==> config.mk <==
export PLATFORM = sky130hd
export DESIGN_NAME = reflectance_array_line_classifier_unit_flat
export DESIGN_NICKNAME = d
export VERILOG_FILES = /design/src/rtl/core/rfl_pkg.sv /design/src/rtl/core/rfl_req_if.sv /design/src/rtl/core/rfl_rsp_if.sv /design/src/rtl/core/rfl_csr.sv /design/src/rtl/core/rfl_div.sv /design/src/rtl/core/rfl_datapath.sv /design/src/rtl/core/rfl_ctrl.sv /design/src/rtl/core/reflectance_array_line_classifier_unit.sv /design/src/flat_wrapper.sv
export SDC_FILE = /design/constraint.sdc
export NUM_CORES = 1
export LEC_CHECK = 0
export ABC_AREA = 1
export BUFFER_PORTS_ARGS = -buffer_cell sky130_fd_sc_hd__buf_2
export CELL_PAD_IN_SITES_DETAIL_PLACEMENT = 1
export CELL_PAD_IN_SITES_GLOBAL_PLACEMENT = 1
export CORE_UTILIZATION = 53
export CTS_CLUSTER_DIAMETER = 60
export DETAILED_ROUTE_END_ITERATION = 8
export GPL_ROUTABILITY_DRIVEN = 0
export PLACE_DENSITY = 0.81
export SKIP_LAST_GASP = 1
export SLEW_MARGIN = 20
export SYNTH_ARGS = -nofsm -noshare
export SYNTH_HDL_FRONTEND = slang
export SYNTH_SLANG_ARGS = --single-unit
==> constraint.sdc <==
create_clock -name clock -period 11.02 [get_ports clock]
set_clock_uncertainty 0.15 [all_clocks]
set_input_delay 0.551 -clock clock [delete_from_list [all_inputs] [get_ports clock]]
set_output_delay 0.551 -clock clock [all_outputs]
set_load 0.01 [all_outputs]
==> src/rtl/core/rfl_pkg.sv <==
// shared constants, codes and control types of the reflectance array line classifier
package rfl_pkg;

   // defaults of the top-level parameters
   localparam int SENSOR_COUNT_DEF = 6;
   localparam int TIMER_BITS_DEF   = 16;

   // payload widths
   localparam int OPCODE_W    = 1;
   localparam int COUNTER_W   = 16;
   localparam int PINS_W      = 6;
   localparam int INDEX_W     = 3;
   localparam int CAL_W       = 16;
   localparam int CLASS_W     = 2;
   localparam int CSR_INDEX_W = 3;
   localparam int CSR_DATA_W  = 32;

   // arithmetic widths of the calibration path
   localparam int T_W    = 21;  // signed 9*raw + black - 10*white
   localparam int DEN_SW = 17;  // signed black - white
   localparam int MAG_W  = 26;  // magnitude of 100 * t
   localparam int DEN_W  = 16;  // magnitude of black - white

   localparam int RAW_GAIN    = 9;
   localparam int WHITE_GAIN  = 10;
   localparam int SCALE_GAIN  = 100;
   localparam int SAT_POS     = 32767;
   localparam int SAT_NEG_MAG = 32768;

   // opcodes
   localparam logic [OPCODE_W-1:0] OP_START  = 1'b0;
   localparam logic [OPCODE_W-1:0] OP_SAMPLE = 1'b1;

   // line classes
   localparam logic [CLASS_W-1:0] CLASS_NONE = 2'd0;
   localparam logic [CLASS_W-1:0] CLASS_LINE = 2'd1;
   localparam logic [CLASS_W-1:0] CLASS_STOP = 2'd2;

   // register map
   localparam int                    CAL_REGS     = 6;
   localparam logic [CSR_INDEX_W-1:0] REG_TIMEOUT = 3'd6;
   localparam logic [CSR_INDEX_W-1:0] REG_THRESH  = 3'd7;

   // register reset values
   localparam logic [CSR_DATA_W-1:0] CAL_RESET     = 32'd65536000;
   localparam logic [COUNTER_W-1:0]  TIMEOUT_RESET = 16'd1000;
   localparam logic [CSR_DATA_W-1:0] THRESH_RESET  = 32'd52428920;

   typedef struct packed {
      logic capture_start;
      logic capture_sample;
      logic index_clear;
      logic index_next;
      logic load;
      logic scale;
      logic div_start;
      logic finish;
   } rfl_cmd_type;

   typedef struct packed {
      logic scan_done;
      logic last_sensor;
      logic div_busy;
   } rfl_status_type;

endpackage

==> src/rtl/core/rfl_req_if.sv <==
// input channel: scan start and pin sample transactions
interface rfl_req_if
   import rfl_pkg::*;
();
   logic                 valid;
   logic                 ready;
   logic [OPCODE_W-1:0]  opcode;
   logic [COUNTER_W-1:0] counter_value;
   logic [PINS_W-1:0]    pin_levels;

   modport source (output valid, output opcode, output counter_value, output pin_levels,
                   input ready);
   modport sink   (input valid, input opcode, input counter_value, input pin_levels,
                   output ready);
endinterface

==> src/rtl/core/rfl_rsp_if.sv <==
// result channel: one classified reading per sensor
interface rfl_rsp_if
   import rfl_pkg::*;
();
   logic                    valid;
   logic                    ready;
   logic [INDEX_W-1:0]      sensor_index;
   logic [COUNTER_W-1:0]    raw_time;
   logic signed [CAL_W-1:0] calibrated;
   logic [CLASS_W-1:0]      line_class;
   logic                    last;

   modport source (output valid, output sensor_index, output raw_time, output calibrated,
                   output line_class, output last, input ready);
   modport sink   (input valid, input sensor_index, input raw_time, input calibrated,
                   input line_class, input last, output ready);
endinterface

==> src/rtl/core/rfl_csr.sv <==
// configuration registers: per-sensor calibration, timeout and class thresholds
module rfl_csr
   import rfl_pkg::*;
(
   input  logic                   clock,
   input  logic                   reset,
   input  logic                   csr_write_enable,
   input  logic [CSR_INDEX_W-1:0] csr_index,
   input  logic [CSR_DATA_W-1:0]  csr_write_data,
   input  logic [INDEX_W-1:0]     cal_index,
   output logic [CSR_DATA_W-1:0]  cal_sel,
   output logic [COUNTER_W-1:0]   timeout_limit,
   output logic [CSR_DATA_W-1:0]  class_thresholds
);

   logic [CSR_DATA_W-1:0] cal_ff [CAL_REGS];
   logic [COUNTER_W-1:0]  timeout_ff;
   logic [CSR_DATA_W-1:0] thresh_ff;

   always_ff @(posedge clock) begin
      if (reset) begin
         for (int i = 0; i < CAL_REGS; i++) begin
            cal_ff[i] <= CAL_RESET;
         end
         timeout_ff <= TIMEOUT_RESET;
         thresh_ff  <= THRESH_RESET;
      end else if (csr_write_enable) begin
         if (csr_index < CSR_INDEX_W'(CAL_REGS)) begin
            cal_ff[csr_index] <= csr_write_data;
         end else if (csr_index == REG_TIMEOUT) begin
            timeout_ff <= csr_write_data[COUNTER_W-1:0];
         end else if (csr_index == REG_THRESH) begin
            thresh_ff <= csr_write_data;
         end
      end
   end

   // sensors without a register keep the reset calibration
   assign cal_sel = (cal_index < INDEX_W'(CAL_REGS)) ? cal_ff[cal_index] : CAL_RESET;
   assign timeout_limit    = timeout_ff;
   assign class_thresholds = thresh_ff;

endmodule

==> src/rtl/core/rfl_div.sv <==
// restoring divider on magnitudes, one quotient bit per cycle
module rfl_div
   import rfl_pkg::*;
(
   input  logic             clock,
   input  logic             reset,
   input  logic             start,
   input  logic [MAG_W-1:0] dividend,
   input  logic [DEN_W-1:0] divisor,
   output logic [MAG_W-1:0] quotient,
   output logic             busy
);

   localparam int STEP_W = $clog2(MAG_W);

   logic [DEN_W-1:0]  rem_ff, rem_in;
   logic [MAG_W-1:0]  quo_ff, quo_in;
   logic [STEP_W-1:0] step_ff, step_in;
   logic              busy_ff, busy_in;
   logic [DEN_W:0]    shifted;
   logic [DEN_W:0]    trial;

   always_comb begin
      shifted = {rem_ff, quo_ff[MAG_W-1]};
      trial   = shifted - {1'b0, divisor};
      rem_in  = rem_ff;
      quo_in  = quo_ff;
      step_in = step_ff;
      busy_in = busy_ff;
      if (start) begin
         rem_in  = '0;
         quo_in  = dividend;
         step_in = STEP_W'(MAG_W - 1);
         busy_in = 1'b1;
      end else if (busy_ff) begin
         if (shifted >= {1'b0, divisor}) begin
            rem_in = trial[DEN_W-1:0];
            quo_in = {quo_ff[MAG_W-2:0], 1'b1};
         end else begin
            rem_in = shifted[DEN_W-1:0];
            quo_in = {quo_ff[MAG_W-2:0], 1'b0};
         end
         if (step_ff == '0) begin
            busy_in = 1'b0;
         end else begin
            step_in = step_ff - 1'b1;
         end
      end
   end

   always_ff @(posedge clock) begin
      if (reset) begin
         busy_ff <= 1'b0;
      end else begin
         busy_ff <= busy_in;
      end
      rem_ff  <= rem_in;
      quo_ff  <= quo_in;
      step_ff <= step_in;
   end

   assign quotient = quo_ff;
   assign busy     = busy_ff;

endmodule

==> src/rtl/core/rfl_datapath.sv <==
// capture registers, calibration arithmetic, classification and result register
module rfl_datapath
   import rfl_pkg::*;
#(
   parameter int SENSOR_COUNT = SENSOR_COUNT_DEF,
   parameter int TIMER_BITS   = TIMER_BITS_DEF
)(
   input  logic                    clock,
   input  logic                    reset,
   input  rfl_cmd_type             cmd,
   output rfl_status_type          status,
   input  logic [COUNTER_W-1:0]    counter_value,
   input  logic [PINS_W-1:0]       pin_levels,
   input  logic [COUNTER_W-1:0]    timeout_limit,
   input  logic [CSR_DATA_W-1:0]   class_thresholds,
   input  logic [CSR_DATA_W-1:0]   cal_sel,
   output logic [INDEX_W-1:0]      cal_index,
   output logic [INDEX_W-1:0]      sensor_index,
   output logic [COUNTER_W-1:0]    raw_time,
   output logic signed [CAL_W-1:0] calibrated,
   output logic [CLASS_W-1:0]      line_class,
   output logic                    last
);

   localparam int CAP_W = (TIMER_BITS < COUNTER_W) ? TIMER_BITS : COUNTER_W;
   localparam int SEL_W = (SENSOR_COUNT > 1) ? $clog2(SENSOR_COUNT) : 1;

   logic [SENSOR_COUNT-1:0] pin_vec;
   logic [COUNTER_W-1:0]    cnt_masked;

   logic [CAP_W-1:0] capture_ff [SENSOR_COUNT];
   logic [CAP_W-1:0] capture_in [SENSOR_COUNT];
   logic [SEL_W-1:0] idx_ff, idx_in;

   logic [COUNTER_W-1:0]     raw_cur;
   logic [COUNTER_W-1:0]     white, black;
   logic [T_W-1:0]           pos_sum, neg_sum;
   logic signed [T_W-1:0]    t_ff, t_in;
   logic signed [DEN_SW-1:0] den_ff, den_in;
   logic [COUNTER_W-1:0]     raw_hold_ff;

   logic [T_W-2:0]       t_abs;
   logic [DEN_W-1:0]     den_abs;
   logic [MAG_W-1:0]     num_mag_ff, num_mag_in;
   logic [DEN_W-1:0]     den_mag_ff;
   logic                 neg_ff, den_zero_ff;

   logic [MAG_W-1:0]        quotient;
   logic                    div_busy;
   logic signed [CAL_W-1:0] cal_in;
   logic signed [CAL_W:0]   cal_wide, line_wide, stop_wide;
   logic [CLASS_W-1:0]      class_in;

   logic [INDEX_W-1:0]      index_out_ff;
   logic [COUNTER_W-1:0]    raw_out_ff;
   logic signed [CAL_W-1:0] cal_out_ff;
   logic [CLASS_W-1:0]      class_out_ff;
   logic                    last_out_ff;

   // sensors beyond the pin field read low
   for (genvar g = 0; g < SENSOR_COUNT; g++) begin : g_pin
      if (g < PINS_W) begin : g_real
         assign pin_vec[g] = pin_levels[g];
      end else begin : g_none
         assign pin_vec[g] = 1'b0;
      end
   end

   assign cnt_masked = COUNTER_W'(counter_value[CAP_W-1:0]);

   assign status.scan_done   = (pin_vec == '0) || (cnt_masked > timeout_limit);
   assign status.last_sensor = (idx_ff == SEL_W'(SENSOR_COUNT - 1));
   assign status.div_busy    = div_busy;

   always_comb begin
      for (int i = 0; i < SENSOR_COUNT; i++) begin
         capture_in[i] = capture_ff[i];
         if (cmd.capture_start || (cmd.capture_sample && pin_vec[i])) begin
            capture_in[i] = counter_value[CAP_W-1:0];
         end
      end
      idx_in = idx_ff;
      if (cmd.index_clear) begin
         idx_in = '0;
      end else if (cmd.index_next) begin
         idx_in = idx_ff + 1'b1;
      end
   end

   always_ff @(posedge clock) begin
      if (reset) begin
         for (int i = 0; i < SENSOR_COUNT; i++) begin
            capture_ff[i] <= '0;
         end
         idx_ff <= '0;
      end else begin
         for (int i = 0; i < SENSOR_COUNT; i++) begin
            capture_ff[i] <= capture_in[i];
         end
         idx_ff <= idx_in;
      end
   end

   assign cal_index = INDEX_W'(idx_ff);

   // load: 9*raw + black - 10*white and black - white
   always_comb begin
      raw_cur = COUNTER_W'(capture_ff[idx_ff]);
      white   = cal_sel[COUNTER_W-1:0];
      black   = cal_sel[CSR_DATA_W-1:COUNTER_W];
      pos_sum = T_W'(raw_cur) * T_W'(RAW_GAIN) + T_W'(black);
      neg_sum = T_W'(white) * T_W'(WHITE_GAIN);
      t_in    = signed'(pos_sum - neg_sum);
      den_in  = signed'(DEN_SW'(black) - DEN_SW'(white));
   end

   // scale: magnitudes and signs for the divider
   always_comb begin
      t_abs      = (T_W-1)'(t_ff[T_W-1] ? (~t_ff + 1'b1) : t_ff);
      den_abs    = DEN_W'(den_ff[DEN_SW-1] ? (~den_ff + 1'b1) : den_ff);
      num_mag_in = MAG_W'(t_abs) * MAG_W'(SCALE_GAIN);
   end

   always_ff @(posedge clock) begin
      if (cmd.load) begin
         t_ff        <= t_in;
         den_ff      <= den_in;
         raw_hold_ff <= raw_cur;
      end
      if (cmd.scale) begin
         num_mag_ff  <= num_mag_in;
         den_mag_ff  <= den_abs;
         neg_ff      <= t_ff[T_W-1] ^ den_ff[DEN_SW-1];
         den_zero_ff <= (den_ff == '0);
      end
   end

   rfl_div u_div (
      .clock    (clock),
      .reset    (reset),
      .start    (cmd.div_start),
      .dividend (num_mag_ff),
      .divisor  (den_mag_ff),
      .quotient (quotient),
      .busy     (div_busy)
   );

   // finish: sign, saturation and class
   always_comb begin
      if (den_zero_ff) begin
         cal_in = '0;
      end else if (!neg_ff) begin
         cal_in = (quotient > MAG_W'(SAT_POS)) ? CAL_W'(SAT_POS) : CAL_W'(quotient);
      end else begin
         cal_in = (quotient > MAG_W'(SAT_NEG_MAG)) ? CAL_W'(SAT_NEG_MAG)
                                                  : CAL_W'(MAG_W'(0) - quotient);
      end
      cal_wide  = {cal_in[CAL_W-1], cal_in};
      line_wide = signed'({1'b0, class_thresholds[COUNTER_W-1:0]});
      stop_wide = signed'({1'b0, class_thresholds[CSR_DATA_W-1:COUNTER_W]});
      if (cal_wide > stop_wide) begin
         class_in = CLASS_STOP;
      end else if (cal_wide > line_wide) begin
         class_in = CLASS_LINE;
      end else begin
         class_in = CLASS_NONE;
      end
   end

   always_ff @(posedge clock) begin
      if (cmd.finish) begin
         index_out_ff <= INDEX_W'(idx_ff);
         raw_out_ff   <= raw_hold_ff;
         cal_out_ff   <= cal_in;
         class_out_ff <= class_in;
         last_out_ff  <= status.last_sensor;
      end
   end

   assign sensor_index = index_out_ff;
   assign raw_time     = raw_out_ff;
   assign calibrated   = cal_out_ff;
   assign line_class   = class_out_ff;
   assign last         = last_out_ff;

endmodule

==> src/rtl/core/rfl_ctrl.sv <==
// scan and calibration sequencer
module rfl_ctrl
   import rfl_pkg::*;
(
   input  logic                clock,
   input  logic                reset,
   input  logic                req_valid,
   input  logic [OPCODE_W-1:0] req_opcode,
   output logic                req_ready,
   output logic                rsp_valid,
   input  logic                rsp_ready,
   output rfl_cmd_type         cmd,
   input  rfl_status_type      status
);

   localparam logic [2:0] ST_IDLE     = 3'd0;
   localparam logic [2:0] ST_ARMED    = 3'd1;
   localparam logic [2:0] ST_LOAD     = 3'd2;
   localparam logic [2:0] ST_SCALE    = 3'd3;
   localparam logic [2:0] ST_DIV_GO   = 3'd4;
   localparam logic [2:0] ST_DIV_WAIT = 3'd5;
   localparam logic [2:0] ST_FINISH   = 3'd6;
   localparam logic [2:0] ST_EMIT     = 3'd7;

   logic [2:0] state_ff, state_in;

   always_comb begin
      state_in  = state_ff;
      cmd       = '0;
      req_ready = 1'b0;
      rsp_valid = 1'b0;
      unique case (state_ff) inside
         ST_IDLE, ST_ARMED: begin
            req_ready = 1'b1;
            if (req_valid) begin
               if (req_opcode == OP_START) begin
                  cmd.capture_start = 1'b1;
                  state_in          = ST_ARMED;
               end else if (state_ff == ST_ARMED) begin
                  cmd.capture_sample = 1'b1;
                  if (status.scan_done) begin
                     cmd.index_clear = 1'b1;
                     state_in        = ST_LOAD;
                  end
               end
            end
         end
         ST_LOAD: begin
            cmd.load = 1'b1;
            state_in = ST_SCALE;
         end
         ST_SCALE: begin
            cmd.scale = 1'b1;
            state_in  = ST_DIV_GO;
         end
         ST_DIV_GO: begin
            cmd.div_start = 1'b1;
            state_in      = ST_DIV_WAIT;
         end
         ST_DIV_WAIT: begin
            if (!status.div_busy) begin
               state_in = ST_FINISH;
            end
         end
         ST_FINISH: begin
            cmd.finish = 1'b1;
            state_in   = ST_EMIT;
         end
         ST_EMIT: begin
            rsp_valid = 1'b1;
            if (rsp_ready) begin
               if (status.last_sensor) begin
                  state_in = ST_IDLE;
               end else begin
                  cmd.index_next = 1'b1;
                  state_in       = ST_LOAD;
               end
            end
         end
      endcase
   end

   always_ff @(posedge clock) begin
      if (reset) begin
         state_ff <= ST_IDLE;
      end else begin
         state_ff <= state_in;
      end
   end

`ifndef ASSERT_OFF
   a_no_overlap: assert property (@(posedge clock) disable iff (reset)
      !(req_ready && rsp_valid))
      else $error("input taken while a result is pending");

   a_div_idle_start: assert property (@(posedge clock) disable iff (reset)
      cmd.div_start |-> !status.div_busy)
      else $error("divider restarted while busy");

   a_scan_end_blocks: assert property (@(posedge clock) disable iff (reset)
      (state_ff == ST_ARMED && req_valid && req_opcode == OP_SAMPLE && status.scan_done)
      |=> !req_ready)
      else $error("input still open after the scan finished");

   a_last_reopens: assert property (@(posedge clock) disable iff (reset)
      (rsp_valid && rsp_ready && status.last_sensor) |=> req_ready)
      else $error("input not reopened after the final result");
`endif

endmodule

==> src/rtl/core/reflectance_array_line_classifier_unit.sv <==
// top level of the reflectance array line classifier
//
//  channel  direction  handshake            payload
//  req_ch   in         valid/ready          opcode, counter_value, pin_levels
//  rsp_ch   out        valid/ready          sensor_index, raw_time, calibrated,
//                                           line_class, last
//  csr_*    in         write enable only    csr_index, csr_write_data
//
// a start or sample transaction is taken back to back outside a pass
// the finishing sample runs one pass per sensor: load, scale, divider start,
// divider wait (the 26-bit quotient, then the done check), finish, emit
// req_ch.ready stays low for that pass; a stalled result holds in its register
// reset restores the register defaults, clears the captures and disarms the scan
module reflectance_array_line_classifier_unit
   import rfl_pkg::*;
#(
   parameter int SENSOR_COUNT = SENSOR_COUNT_DEF,
   parameter int TIMER_BITS   = TIMER_BITS_DEF
)(
   input  logic                   clock,
   input  logic                   reset,
   rfl_req_if.sink                req_ch,
   rfl_rsp_if.source              rsp_ch,
   input  logic                   csr_write_enable,
   input  logic [CSR_INDEX_W-1:0] csr_index,
   input  logic [CSR_DATA_W-1:0]  csr_write_data
);

   rfl_cmd_type           cmd;
   rfl_status_type        status;
   logic [INDEX_W-1:0]    cal_index;
   logic [CSR_DATA_W-1:0] cal_sel;
   logic [COUNTER_W-1:0]  timeout_limit;
   logic [CSR_DATA_W-1:0] class_thresholds;

   // register file, read by the datapath one sensor at a time
   rfl_csr u_csr (
      .clock            (clock),
      .reset            (reset),
      .csr_write_enable (csr_write_enable),
      .csr_index        (csr_index),
      .csr_write_data   (csr_write_data),
      .cal_index        (cal_index),
      .cal_sel          (cal_sel),
      .timeout_limit    (timeout_limit),
      .class_thresholds (class_thresholds)
   );

   // sequencer owns both handshakes
   rfl_ctrl u_ctrl (
      .clock      (clock),
      .reset      (reset),
      .req_valid  (req_ch.valid),
      .req_opcode (req_ch.opcode),
      .req_ready  (req_ch.ready),
      .rsp_valid  (rsp_ch.valid),
      .rsp_ready  (rsp_ch.ready),
      .cmd        (cmd),
      .status     (status)
   );

   // captures, calibration, divider and the result register
   rfl_datapath #(
      .SENSOR_COUNT (SENSOR_COUNT),
      .TIMER_BITS   (TIMER_BITS)
   ) u_datapath (
      .clock            (clock),
      .reset            (reset),
      .cmd              (cmd),
      .status           (status),
      .counter_value    (req_ch.counter_value),
      .pin_levels       (req_ch.pin_levels),
      .timeout_limit    (timeout_limit),
      .class_thresholds (class_thresholds),
      .cal_sel          (cal_sel),
      .cal_index        (cal_index),
      .sensor_index     (rsp_ch.sensor_index),
      .raw_time         (rsp_ch.raw_time),
      .calibrated       (rsp_ch.calibrated),
      .line_class       (rsp_ch.line_class),
      .last             (rsp_ch.last)
   );

endmodule

==> src/flat_wrapper.sv <==
// flat-port wrapper written by rule: the top's interface ports become plain ports
module reflectance_array_line_classifier_unit_flat import rfl_pkg::*;
#(
   parameter int SENSOR_COUNT = SENSOR_COUNT_DEF,
   parameter int TIMER_BITS   = TIMER_BITS_DEF
)
  (clock, reset, csr_write_enable, csr_index, csr_write_data, req_ch_valid, req_ch_opcode, req_ch_counter_value, req_ch_pin_levels, req_ch_ready, rsp_ch_valid, rsp_ch_sensor_index, rsp_ch_raw_time, rsp_ch_calibrated, rsp_ch_line_class, rsp_ch_last, rsp_ch_ready);
  rfl_req_if req_ch_i ();
  rfl_rsp_if rsp_ch_i ();
  input  logic clock;
  input  logic reset;
  input  logic csr_write_enable;
  input  logic [CSR_INDEX_W-1:0] csr_index;
  input  logic [CSR_DATA_W-1:0] csr_write_data;
  input wire logic [$bits(req_ch_i.valid)-1:0] req_ch_valid;
  input wire logic [$bits(req_ch_i.opcode)-1:0] req_ch_opcode;
  input wire logic [$bits(req_ch_i.counter_value)-1:0] req_ch_counter_value;
  input wire logic [$bits(req_ch_i.pin_levels)-1:0] req_ch_pin_levels;
  output wire logic [$bits(req_ch_i.ready)-1:0] req_ch_ready;
  output wire logic [$bits(rsp_ch_i.valid)-1:0] rsp_ch_valid;
  output wire logic [$bits(rsp_ch_i.sensor_index)-1:0] rsp_ch_sensor_index;
  output wire logic [$bits(rsp_ch_i.raw_time)-1:0] rsp_ch_raw_time;
  output wire logic [$bits(rsp_ch_i.calibrated)-1:0] rsp_ch_calibrated;
  output wire logic [$bits(rsp_ch_i.line_class)-1:0] rsp_ch_line_class;
  output wire logic [$bits(rsp_ch_i.last)-1:0] rsp_ch_last;
  input wire logic [$bits(rsp_ch_i.ready)-1:0] rsp_ch_ready;
  assign req_ch_i.valid = req_ch_valid;
  assign req_ch_i.opcode = req_ch_opcode;
  assign req_ch_i.counter_value = req_ch_counter_value;
  assign req_ch_i.pin_levels = req_ch_pin_levels;
  assign req_ch_ready = req_ch_i.ready;
  assign rsp_ch_valid = rsp_ch_i.valid;
  assign rsp_ch_sensor_index = rsp_ch_i.sensor_index;
  assign rsp_ch_raw_time = rsp_ch_i.raw_time;
  assign rsp_ch_calibrated = rsp_ch_i.calibrated;
  assign rsp_ch_line_class = rsp_ch_i.line_class;
  assign rsp_ch_last = rsp_ch_i.last;
  assign rsp_ch_i.ready = rsp_ch_ready;
  reflectance_array_line_classifier_unit #(.SENSOR_COUNT(SENSOR_COUNT), .TIMER_BITS(TIMER_BITS)) u_core (.clock(clock), .reset(reset), .req_ch(req_ch_i), .rsp_ch(rsp_ch_i), .csr_write_enable(csr_write_enable), .csr_index(csr_index), .csr_write_data(csr_write_data));
endmodule
* Yosys cells after proc, flatten, opt, wreduce, memory -nomap -nowiden *
Memories as Yosys holds them, arrays and structs flattened. A register that Yosys moved wholly into a read port is not among the register bits.
Index checks and enable logic that the tools add are counted.

storage, ports and cells
  logic and storage cells = 171
  flip-flop bits (word level) = 236
  output and inout port bits = 40
  memory bits (writable) = 288
  memories kept = 2

cells by class
  equal/unequal tests = 21
  $add $sub $neg = 9
  muxes and demuxes = 64
  reduce and logical (&&, ||, !) cells = 31
  $lt $le $gt $ge = 8
  multiply operators = 3
  bitwise operators = 12

memory list
  memory                        depth  bits a word  read ports  clocked after memory_dff  wr ports  RTL line            source
  u_core.u_csr.cal_ff           6      32           1           1                         6         rfl_csr.sv:16       logic [CSR_DATA_W-1:0] cal_ff [CAL_REGS];
  u_core.u_datapath.capture_ff  6      16           1           1                         6         rfl_datapath.sv:31  logic [CAP_W-1:0] capture_ff [SENSOR_COUNT];

operators by type and width
  kind                                                             count
  2-to-1 mux 16 bit                                                18
  2-to-1 mux 32 bit                                                2
  2-to-1 mux 26 bit                                                2
  2-to-1 mux 3 bit                                                 13
  greater-than comparator 16 x 17 -> 1 bit                         2
  OR reduction 32 bit                                              1
  greater-than comparator 26 x 15 -> 1 bit, second input constant  1
  greater-than comparator 26 x 16 -> 1 bit, second input constant  1
  multiplier 20 x 5 -> 24 bit, second input constant               1
  2-to-1 mux 1 bit                                                 24
  adder 20 x 16 -> 21 bit                                          1
  equality test 3 bit, second input constant                       7
  one-hot mux 3 bit (7 select lines)                               1
  subtractor 21 x 20 -> 21 bit                                     1
  adder 20 x 1 -> 20 bit, second input constant                    1
  multiplier 16 x 4 -> 20 bit, second input constant               1
  2-to-1 mux 20 bit                                                1
  NOT 20 bit                                                       1
  multiplier 16 x 3 -> 19 bit, second input constant               1
  >= comparator 17 x 16 -> 1 bit                                   1
  zero test 17 bit                                                 1
  subtractor 16 x 16 -> 17 bit                                     1
  adder 16 x 1 -> 16 bit, second input constant                    1
  greater-than comparator 16 bit                                   1
  27 further kinds                                                 63

* Longest topological paths before layout *
Gate-level depths: netlist of the first run.

  depth after elaboration = 12
  mapped depth = 36

* Hierarchy *
From an unflattened synthesis of the first run, not the netlist that was laid out.

unflattened totals
  cells, all modules = 4,010
  area total of the unflattened synthesis = 34,584.4 µm²

by module, submodules not included
  module        times used  area an instance (µm²)  sequential area each (µm²)  cells each
  rfl_datapath  1           17,677.0                7,026.7                     1,955
  rfl_csr       1           13,291.5                8,287.9                     1,516
  rfl_div       1           3,284.4                 1,221.2                     483
  rfl_ctrl      1           331.6                   60.1                        56

* Worst setup path after synthesis of the first run *
OpenSTA, ideal clock, no wires.

  kind = register to register
  start point = reg with a tool-made name
  end point = reg u_core.u_datapath.t_ff[20], data pin
  data required time = 10,605 ps
  slack = 4,927 ps
  arrival = 5,678 ps
  period minus slack after synthesis = 6,093 ps
  library setup time = 265 ps
  stages on the path, launching flop included = 33
  cells stage by stage = dfxtp_1 -> buf_2 -> buf_2 -> clkbuf_1 -> nor2_1 -> o221ai_1 -> o211ai_1 -> inv_1 -> ha_1 -> ha_1 -> a21oi_1 -> nand2_1 -> nand2_1 -> nand2_1 -> nand2_1 -> nand2_1 -> a21boi_0 -> o21ai_0 -> xor2_1 -> ha_1 -> inv_1 -> fa_1 -> fa_1 -> inv_1 -> ha_1 -> a21o_1 -> nor2_1 -> nand3_1 -> nand2_1 -> nand2_1 -> a21oi_1 -> o21ai_0 -> xor2_1

RTL lines
  item                  RTL line             source
  to (signal assigned)  rfl_datapath.sv:126  t_ff <= t_in;
  to (decl)             rfl_datapath.sv:38   logic signed [T_W-1:0] t_ff, t_in;

==> results.py, run 1 <==
metrics = {
    "setup_path": {
        "reg2reg_to": "u_core.u_datapath.t_ff[20]",
        "crit_path_end_kind": "flop",
        "crit_type": "flop to flop",
        "start_kind": "flop",
        "cp_max_fo": 62,
        "cp.arrival_ns": 7.71,
        "max_stage_delay_ns": 0.75,
        "reg2reg_slack_ns": 3.53,
        "critPathRequiredTime_ns": 11.24,
        "cpMostUsedCell": "nand2_1",
        "rr_worst_depth": 32,
        "slowest_stage": "buf_4",
    },
    "cts": {
        "cts_tree": "yes",
        "clock_latency_ns": 0.65,
        "clockRootBuffer": "clkbuf_16",
        "htreeDepth": 3,
        "cts_resized": 0,
        "cts_max_path_buffers": 3,
        "postCtsSetupBuffers": 0,
        "hold_buffers": 0,
        "clock-sinks": 591,
        "numCtsBuffers": 69,
        "clk_pin_slew_ns": 0.06,
    },
    "layout": {
        "fill_cells": 6868,
        "postLayoutCellArea_um2": 36300,
        "layout_commonest_cell": "nand2_1",
        "layout_common_cells": "nand2_1 (520), edfxtp_1 (512), inv_1 (466)",
        "nets": 3895,
        "syn2layout_area_growth_pct": 11.1,
        "drive_above_1_share_pct": 7.96,
    },
    "floorplanning": {
        "die_y_um": 250,
        "die_x_um": 250,
        "fp.coreArea_um2": 60600,
        "start_util_pct": 53.9,
        "rows": 90,
        "design.portCount": 103,
        "dieArea_um2": 62600,
    },
    "timing": {
        "fin_crit_ns": 7.49,
        "tns_ns": 0,
        "tightest_slew_ns": 1.21,
        "slew-limit-headroom_pct": 18.7,
        "finalMaxSlewViolations": 0,
        "setup_viol": 0,
        "finalHoldViolCount": 0,
        "rsz0062_at_grt": "no",
        "clock.fmax_mhz": 134,
        "fin_crit_sh_pct": 67.9,
    },
    "yosys": {
        "syn_area_um2": 32600,
        "synthArstFlopShare_pct": 0,
        "synth-seq-cells": 591,
        "ys.flop_type": "edfxtp_1",
        "synth-seq-area-share_pct": 51.9,
        "synth_top_area_share_pct": 47.1,
        "avgSynthCellArea_um2": 9.56,
        "synthDistinctLibCells": 54,
        "yosysTopAreaCell": "edfxtp_1",
        "synth-edff-count": 512,
        "synthCells": 3414,
        "yosys_warnings": 0,
        "synth.area.top_cells": "edfxtp_1 (47%), ha_1 (9.0%), nand2_1 (6.0%)",
    },
    "global_route": {
        "track_usage_pct": 33.7,
        "grt_pass1_wl_um": 160000,
        "grt_max_degree": 93,
        "grt_pass1_vias": 27797,
        "grt_remaining_overflow": 0,
        "grt_antenna_before_repair": 4,
    },
    "min_path": {
        "hp-class": "input pin to flop",
        "min_delay_path_depth": 3,
        "hold_end": "u_core.u_csr.class_thresholds[25]",
        "worstHoldStart": "csr_write_data[25]",
    },
    "drt": {
        "num_vias": 25951,
        "drt_wl_total_um": 105000,
        "wire_per_inst_um": 23.9,
        "drtIter0Drc": 2132,
        "viasPerCell": 5.92,
        "antenna_left": 0,
        "route.detailed.drc": 0,
        "dr.pass1.iters": 5,
    },
    "status": {
        "status": "finished, final reports clean",
    },
    "place": {
        "dp.final_hpwl_um": 74000,
        "dpl_cell_area_um2": 34000,
        "port_buffers": 102,
    },
    "pwr": {
        "peakVddDrop_uv": 131,
        "p_leak_uw": 0.0158,
        "powerDensity_nw_per_um2": 213,
    },
    "flow_run": {
        "drv_cap": 0,
    },
}
## worst max-delay path by stage
stage	endpoint	slack, ns
after CTS	u_core.u_datapath.t_ff[20]	3.63
after detailed placement	u_core.u_datapath.t_ff[20]	3.66
after global routing	u_core.u_datapath.t_ff[20]	3.12
after floorplan	u_core.u_datapath.t_ff[20]	4.93
after global placement	u_core.u_datapath.t_ff[20]	3.98
final	u_core.u_datapath.t_ff[20]	3.53
## layout make-up
type / instances / area [um^2] / area share (%)
Inverter: 479 / 1800 / 4.97
Clock buffer: 92 / 1920 / 5.28
Multi-Input combinational cell: 2280 / 13600 / 37.5
Tap cell: 782 / 978 / 2.70
Clock inverter: 32 / 284 / 0.783
Antenna cell: 1 / 2.50 / 0.00690
Timing Repair Buffer: 130 / 733 / 2.02
Sequential cell: 591 / 17000 / 46.8
## Yosys cell counts (4+ instances only)
cell type / count
a211oi_1: 11
a21o_1: 5
a21oi_1: 204
a221oi_1: 12
a31oi_1: 23
a32o_1: 16
buf_1: 6
buf_2: 23
buf_6: 8
clkbuf_1: 87
clkinv_1: 5
dfxtp_1: 79
edfxtp_1: 512
fa_1: 46
ha_1: 235
inv_1: 468
inv_2: 6
nand2_1: 520
nand2_2: 6
nand3_1: 109
nand3_2: 5
nand3b_1: 18
nand4_1: 17
nor2_1: 462
nor2_2: 5
nor3_1: 27
nor4_1: 15
o211ai_1: 15
o21a_1: 4
o21ai_0: 254
o21bai_1: 9
o221ai_1: 15
o22ai_1: 39
o31ai_1: 4
or2_2: 14
or3b_2: 5
xnor2_1: 22
xor2_1: 79
## state kept, by name (all words and copies together), names as in the netlist, 17 cells and up, named ones only
signal and cells:
u_core.u_datapath.capture_ff 96, u_core.u_datapath.u_div.quotient 26, u_core.u_datapath.num_mag_ff 24, u_core.u_csr.cal_ff 256, u_core.u_datapath.t_ff 21, u_core.u_csr.class_thresholds 32
u_core.u_datapath.den_ff 17
## logic make-up (layout without fill, tap and decap cells)
| logic type | Yosys count | in the layout | share of synthesized area [%] |
|---|---|---|---|
| AND/OR/NAND/NOR | 1211 | 1211 | 15.3 |
| XOR/XNOR | 101 | 101 | 2.71 |
| AO/OA/AOI/OAI | 623 | 623 | 10.9 |
| other | 1 | 65 | 0.0115 |
| flip-flops | 591 | 591 | 51.9 |
| adder cells (fa/ha/maj) | 281 | 281 | 11.8 |
| buffers and inverters | 606 | 733 | 7.28 |
## where the power goes
group	internal [uW]	switching, uW
clock network	1280	960
registers	2730	66.1
logic	921	1780
total	4930	2800
## metal layers
metal,global-route usage [%],wire length [um]
met5,0,13
met2,60.0,53000
met3,6.05,7580
met4,15.5,4950
met1,39.4,39400
## stage by stage
stage	instances	setup WS (ns)	util, %	total power, uW	hold slack, ns
5_1_grt	4386	3.12	59.8	8120	0.0645
2_1_floorplan	3477	4.93	-	4640	0.250
4_1_cts	4386	3.63	59.8	7720	0.0209
6_report	4387	3.53	59.8	7730	0.0399
3_5_place_dp	4262	3.66	56.2	5460	0.260
3_3_place_gp	4261	3.98	56.2	5290	0.255
## critical path: cells and delay by family (launching register included)
family                   cells  cell delay [ns]
AO/OA/AOI/OAI                3             0.61
XOR/XNOR                     3             0.43
adder cells (fa/ha/maj)      6             2.33
buffers and inverters        5             1.46
flip-flops                   1             0.32
AND/OR/NAND/NOR             15             1.87
Power figures use the tool's default switching activity.
==> inputs of run 2 (changes only) <==
ABC_AREA = 0   (was 1)
CORE_UTILIZATION = 51   (was 53)
PLACE_DENSITY = 0.76   (was 0.81)
clock period = 7.21 ns   (was 11.02 ns; I/O delays follow)
==> run 2 against run 1 <==
Clock power increased by 50%. Worst setup slack got worse by 3.2 ns. Routed wire length decreased by 16%. Clock-buffer cell count decreased by 3. Utilization decreased by 0.82 points. Final area increased by 0.65%. Final cell count decreased by 11%. Combinational power increased by 68%. Register-to-register slack got worse by 3.2 ns. Non-clock buffer count increased by 64. First-iteration DRC count decreased by 38%.
==> results.py, run 2 <==
metrics = {
    "setup_path": {
        "start_kind": "flop",
        "critPathRequiredTime_ns": 7.42,
        "max_stage_delay_ns": 0.52,
        "cp_max_fo": 7,
        "cp.arrival_ns": 7.10,
        "crit_type": "flop to flop",
        "crit_path_end_kind": "flop",
        "slowest_stage": "mux4_2",
    },
    "floorplanning": {
        "dieArea_um2": 63800,
        "fp.coreArea_um2": 61800,
        "start_util_pct": 51.8,
        "die_x_um": 253,
        "design.portCount": 103,
        "rows": 91,
        "die_y_um": 253,
    },
    "global_route": {
        "track_usage_pct": 27.9,
        "grt_pass1_vias": 23312,
        "grt_antenna_before_repair": 1,
        "grt_remaining_overflow": 0,
        "grt_max_degree": 54,
        "grt_pass1_wl_um": 134000,
    },
    "drt": {
        "antenna_left": 0,
        "drt_wl_total_um": 88400,
        "wire_per_inst_um": 22.8,
        "num_vias": 21680,
        "dr.pass1.iters": 5,
        "highest_layer": "met4",
        "route.detailed.drc": 0,
        "viasPerCell": 5.58,
        "met3WireLength_um": 4700,
        "drtIter0Drc": 1329,
        "wl_met1_um": 36600,
        "met2WireLength_um": 44600,
    },
    "yosys": {
        "synthCells": 2766,
        "synth-edff-count": 512,
        "synth-seq-area-share_pct": 53.0,
        "avgSynthCellArea_um2": 11.6,
        "synth-seq-cells": 591,
        "synthArstFlopShare_pct": 0,
        "synthTopCellsByCount": "edfxtp_1 (512), inv_1 (309), nand2_1 (296)",
        "yosysTopAreaCell": "edfxtp_1",
        "yosys_warnings": 0,
        "syn_area_um2": 32000,
        "synth_top_area_share_pct": 48.0,
        "ys.flop_type": "edfxtp_1",
        "synth.area.top_cells": "edfxtp_1 (48%), ha_1 (9.2%), mux4_2 (5.8%)",
        "synth_most_common_cell": "edfxtp_1",
        "synthDistinctLibCells": 73,
    },
    "cts": {
        "htreeDepth": 3,
        "cts_tree": "yes",
        "clk_pin_slew_ns": 0.06,
        "clock-sinks": 591,
        "clockRootBuffer": "clkbuf_16",
        "cts_max_path_buffers": 3,
        "clock_latency_ns": 0.62,
        "numCtsBuffers": 66,
    },
    "pwr": {
        "pwr-share-clk_pct": 27.2,
        "p_leak_uw": 0.0145,
        "p_sw_share_pct": 33.5,
        "p_seq_share_pct": 36.0,
        "peakVddDrop_uv": 183,
        "p_int_uw": 8190,
        "combPwrFrac_pct": 36.8,
        "switchingPower_uw": 4120,
        "powerDensity_nw_per_um2": 337,
    },
    "place": {
        "place_ws_ns": 0.0959,
        "port_buffers": 102,
        "dpl_cell_area_um2": 33800,
        "dp.final_hpwl_um": 62700,
    },
    "timing": {
        "finalWorstSetupSlack_ns": 0.318,
        "slew-limit-headroom_pct": 32.3,
        "clock.fmax_mhz": 145,
        "finalMaxSlewViolations": 0,
        "tns_ns": 0,
        "fin_crit_sh_pct": 95.6,
        "finalHoldViolCount": 0,
        "fin_crit_ns": 6.89,
        "setup_viol": 0,
        "tightest_slew_ns": 1.02,
    },
    "layout": {
        "layout_commonest_cell": "edfxtp_1",
        "syn2layout_area_growth_pct": 14.0,
        "postLayoutCellArea_um2": 36500,
        "nets": 3337,
        "layout_common_cells": "edfxtp_1 (512), inv_1 (309), nand2_1 (296)",
        "drive_above_1_share_pct": 12.9,
        "largest_reg_flops": 256,
        "largest-register": "u_core.u_csr.cal_ff",
        "fill_cells": 6362,
    },
    "status": {
        "status": "finished, final reports clean",
    },
    "flow_run": {
        "drv_cap": 0,
    },
    "min_path": {
        "hp-class": "input pin to flop",
    },
}
[run 2: changes by cell type after synthesis, sizes merged, moves of 57 or more]
cell,previous run,this run
inv,474,310
xnor2,22,79
nor2,467,273
and2,1,109
nand2,526,296
o21ai,256,93
nand3,114,28
a21oi,205,147
mux4,0,82
[run 2: layout make-up]
cell class,instances,area (um^2),area share (%)
antenna,1,2.50,0.00686
clock buffer,89,1820,4.99
clock inverter,31,318,0.871
inverter,311,1170,3.20
multi-input combinational,1829,13800,37.9
sequential,591,17000,46.5
tap,837,1050,2.87
timing repair buffer,194,1330,3.63
[run 2: kinds of logic (layout without fill, tap and decap cells)]
group	count (synthesis)	after routing	synth area share, %
multiplexers	136	136	7.51
AO/OA/AOI/OAI	386	386	7.43
AND/OR/NAND/NOR	856	856	12.3
XOR/XNOR	106	106	2.90
other	1	65	0.0117
adder cells (fa/ha/maj)	281	281	12.1
buffers and inverters	409	625	4.84
flip-flops	591	591	53.0
[run 2: path summary, 6_finish.rpt]
check,start,end,slack (ns),cells after the start
min,req_ch_counter_value[2],u_core.u_datapath.capture_ff[3][2],0.02,2
max,flop,u_core.u_datapath.t_ff[19],0.32,29
min reg2reg,u_core.u_datapath.raw_hold_ff[4],u_core.u_datapath.raw_time[4],0.27,0
max reg2reg,flop,u_core.u_datapath.t_ff[19],0.32,29
[run 2: critical path: cells and delay by family (launching register included)]
kind | cells | cell delay, ns
fa+ha+maj | 6 | 2.22
compound gates | 12 | 2.16
mux | 2 | 0.80
simple gates | 4 | 0.52
flops | 1 | 0.43
buf+inv | 3 | 0.21
xor+xnor | 2 | 0.16
[run 2: repair_timing]
| item | 4_1_cts | 5_1_grt |
|---|---|---|
| buffers inserted | 0 | 12 |
| endpoints found under the hold margin | 76 | 0 |
| gates resized for setup | 0 | 13 |
| endpoints found under the setup margin | 0 | 6 |
| hold buffers | 39 | 0 |
[run 2: routing by layer]
layer	track usage, %	vias to the layer above
met2	49.0	547
li1	-	10098
met1	34.9	10904
met4	9.58	0
met5	0	-
met3	4.68	131
[run 2: per-stage QoR]
stage,cells,power (uW),hold WS (ns),util (%)
after floorplan,2829,7910,0.250,-
after global placement,3710,8740,0.254,54.7
after detailed placement,3711,8960,0.256,54.7
after CTS,3870,12400,0.00342,58.8
after global routing,3883,13100,0.0151,59.0
final,3883,12300,0.0248,59.0
[run 2: power groups by stage]
stage	Sequential (uW)	Clock [uW]	Combinational, uW
2_1_floorplan	4430	0	3480
3_3_place_gp	4470	0	4270
3_5_place_dp	4490	0	4470
4_1_cts	4430	3400	4550
5_1_grt	4460	3520	5130
6_report	4430	3350	4530
==> inputs of run 3 (changes only) <==
CORE_UTILIZATION = 52   (was 51)
CTS_BUF_LIST = sky130_fd_sc_hd__clkbuf_8   (was not set)
PLACE_DENSITY = 0.78   (was 0.76)
SYNTH_HIERARCHICAL = 1   (was not set)
==> run 3 against run 2 <==
Final area shrank 7.7%. Fmax rose by 2.2%. Power increased by 2.1%.
==> results.py, run 3 <==
metrics = {
    "status": {
        "status": "finished, final reports clean",
    },
    "layout": {
        "fill_cells": 6019,
        "largest_reg_flops": 192,
        "largest-register": "u_core/u_csr/cal_ff",
        "drive_above_1_share_pct": 12.9,
        "regArea_um2": 15000,
        "nets": 3251,
        "multiInputGateArea_um2": 13500,
        "layout_commonest_cell": "edfxtp_1",
        "layout_common_cells": "edfxtp_1 (448), inv_1 (332), nand2_1 (239), nor2_1 (239), ha_1 (237)",
        "postLayoutCellArea_um2": 33700,
        "syn2layout_area_growth_pct": 11.6,
    },
    "timing": {
        "tightest_slew_ns": 1.14,
        "slew-limit-headroom_pct": 21.7,
        "clock.fmax_mhz": 148,
        "fin_crit_ns": 6.74,
        "finalMaxSlewViolations": 0,
        "finalHoldViolCount": 0,
        "fin_crit_sh_pct": 93.5,
        "rsz0062_at_grt": "no",
        "setup_viol": 0,
        "tns_ns": 0,
    },
    "pwr": {
        "peakVddDrop_uv": 408,
        "p_int_uw": 7700,
        "switchingPower_uw": 4860,
        "combPwrFrac_pct": 46.7,
        "p_sw_share_pct": 38.7,
        "p_leak_uw": 0.0136,
        "powerDensity_nw_per_um2": 373,
        "p_seq_share_pct": 33.5,
        "pwr-share-clk_pct": 19.9,
    },
    "drt": {
        "met3WireLength_um": 4800,
        "drtIter0Drc": 1372,
        "antenna_left": 0,
        "route.detailed.drc": 0,
        "wire_per_inst_um": 23.5,
        "drt_wl_total_um": 87900,
        "viasPerCell": 5.78,
        "dr.pass1.iters": 5,
        "wl_met1_um": 35200,
        "num_vias": 21580,
        "met2WireLength_um": 44200,
        "highest_layer": "met4",
    },
    "setup_path": {
        "max_stage_delay_ns": 0.54,
        "start_kind": "flop",
        "reg2reg_slack_ns": 0.47,
        "crit_type": "flop to flop",
        "cp.arrival_ns": 7.04,
        "crit_path_end_kind": "flop",
        "cp_max_fo": 9,
        "path_buf_inv": 2,
        "cpMostUsedCell": "ha_1",
        "slowest_stage": "fa_1",
        "rr_worst_depth": 25,
        "path_delay_family": "adder cells",
        "reg2reg_to": "u_core/u_datapath/t_ff[20]",
        "timing.rr.start": "u_core/u_datapath/cal_index[2]",
        "critPathRequiredTime_ns": 7.51,
    },
    "yosys": {
        "avgSynthCellArea_um2": 11.1,
        "synthTopCellsByCount": "edfxtp_1 (448), inv_1 (295), nor2_1 (247)",
        "synthDistinctLibCells": 96,
        "synthCells": 2713,
        "yosys_warnings": 6,
        "synth-seq-area-share_pct": 49.8,
        "synthArstFlopShare_pct": 0,
        "synth.area.top_cells": "edfxtp_1 (45%), ha_1 (9.8%), dfxtp_1 (5.2%)",
        "yosysTopAreaCell": "edfxtp_1",
        "synth_most_common_cell": "edfxtp_1",
        "synth_top_area_share_pct": 44.6,
        "synth-edff-count": 448,
        "synth-seq-cells": 527,
        "syn_area_um2": 30200,
        "ys.flop_type": "edfxtp_1",
    },
    "flow_run": {
        "drv_cap": 0,
    },
    "global_route": {
        "grt_max_degree": 55,
        "grt_remaining_overflow": 0,
        "track_usage_pct": 29.8,
        "grt_pass1_vias": 23488,
        "grt_pass1_wl_um": 133000,
        "grt_antenna_before_repair": 3,
    },
    "cts": {
        "clk_pin_slew_ns": 0.06,
        "clockRootBuffer": "clkbuf_8",
        "htreeDepth": 3,
        "clock-sinks": 527,
        "cts_tree": "yes",
        "cts_max_path_buffers": 3,
        "numCtsBuffers": 90,
        "cts_resized": 0,
        "clock_latency_ns": 0.74,
    },
    "floorplanning": {
        "die_y_um": 243,
        "fp.coreArea_um2": 56800,
        "dieArea_um2": 59000,
        "rows": 87,
        "design.portCount": 103,
        "start_util_pct": 53.1,
        "die_x_um": 243,
    },
    "place": {
        "dp.final_hpwl_um": 61600,
        "port_buffers": 102,
        "dpl_cell_area_um2": 31400,
    },
    "min_path": {
        "worstHoldStart": "reset",
        "hold_end": "u_core/u_datapath/u_div/busy",
        "hp-class": "input pin to flop",
        "min_delay_path_depth": 3,
    },
}
## run 3: worst reg2reg max path: stages (launching register included)
cell and delay (ns):
dfxtp_1 0.45, nand2b_1 0.47, o221ai_1 0.31, ha_1 0.37, ha_1 0.23, fa_1 0.42
a21o_1 0.18, a21oi_1 0.23, nand2b_1 0.17, a21oi_1 0.10, a41o_1 0.29, nor2_1 0.13
xor2_1 0.08, ha_1 0.28, inv_1 0.06, fa_1 0.50, fa_1 0.54, inv_1 0.05
ha_1 0.34, nand2_1 0.12, o21ai_0 0.33, nor2_1 0.12, a21oi_1 0.22, nor3_1 0.07
o21bai_1 0.16, xor2_1 0.08
## run 3: cell type report
| type | count | share of cell area, % |
|---|---|---|
| tap | 756 | 2.81 |
| clock inverter | 72 | 0.999 |
| timing repair buffer | 202 | 4.31 |
| clock buffer | 93 | 3.80 |
| multi-input combinational | 1786 | 40.1 |
| antenna | 3 | 0.0223 |
| sequential | 527 | 44.7 |
| inverter | 297 | 3.31 |
## run 3: repair_timing
action / CTS / global route
setup buffers: 0 / 1
endpoints found under the hold margin: 195 / 0
endpoints found under the setup margin: 0 / 2
hold buffers: 60 / 0
## run 3: logic make-up (layout without fill, tap and decap cells)
family                     count (synthesis)  in the layout  share of synthesized area [%]
AOI/OAI and AO/OA                        409            409                           8.87
xor gates and xnor gates                 107            107                           3.10
adders and majority gates                284            284                           12.9
buffers and inverters                    401            664                           5.59
DFF                                      527            527                           49.8
muxes                                    155            155                           6.03
other                                      1              5                         0.0124
and+or+nand+nor                          829            829                           13.6
## run 3: worst max path at each step
stage | start | end | cells after the start
2_1_floorplan | u_core/u_datapath/cal_index[0] | u_core/u_datapath/t_ff[19] | 26
3_5_place_dp | u_core/u_datapath/cal_index[0] | u_core/u_datapath/t_ff[19] | 26
5_1_grt | u_core/u_datapath/cal_index[1] | u_core/u_datapath/t_ff[20] | 25
6_report | u_core/u_datapath/cal_index[2] | u_core/u_datapath/t_ff[20] | 25
4_1_cts | u_core/u_datapath/cal_index[0] | u_core/u_datapath/t_ff[19] | 26
3_3_place_gp | u_core/u_datapath/cal_index[0] | u_core/u_datapath/t_ff[19] | 26
## run 3: per-layer routing
metal  vias up  track usage (%)
met3       185             4.87
li1       9941                -
met1     10826             35.6
met4         0             13.2
met5         -                0
met2       628             52.7
## run 3: through the flow
| stage | setup WS [ns] | total power (uW) | hold WS [ns] | cells | utilization, % |
|---|---|---|---|---|---|
| 5_1_grt | 0.0593 | 13500 | 0.0793 | 3736 | 59.3 |
| 6_report | 0.468 | 12600 | 0.0809 | 3736 | 59.3 |
| 4_1_cts | 0.385 | 12600 | 0.0224 | 3731 | 59.2 |
| 2_1_floorplan | 0.961 | 8650 | 0.250 | 2714 | - |
| 3_5_place_dp | 0.454 | 10000 | 0.257 | 3506 | 55.3 |
| 3_3_place_gp | 0.665 | 9730 | 0.251 | 3506 | 55.2 |
## run 3: power by group through the flow
stage | combinational [uW] | sequential (uW) | clock, uW
finish | 5870 | 4200 | 2490
global route | 6620 | 4230 | 2650
CTS | 5890 | 4200 | 2530
detailed placement | 5780 | 4260 | 0
global placement | 5500 | 4240 | 0
floorplan | 4480 | 4170 | 0
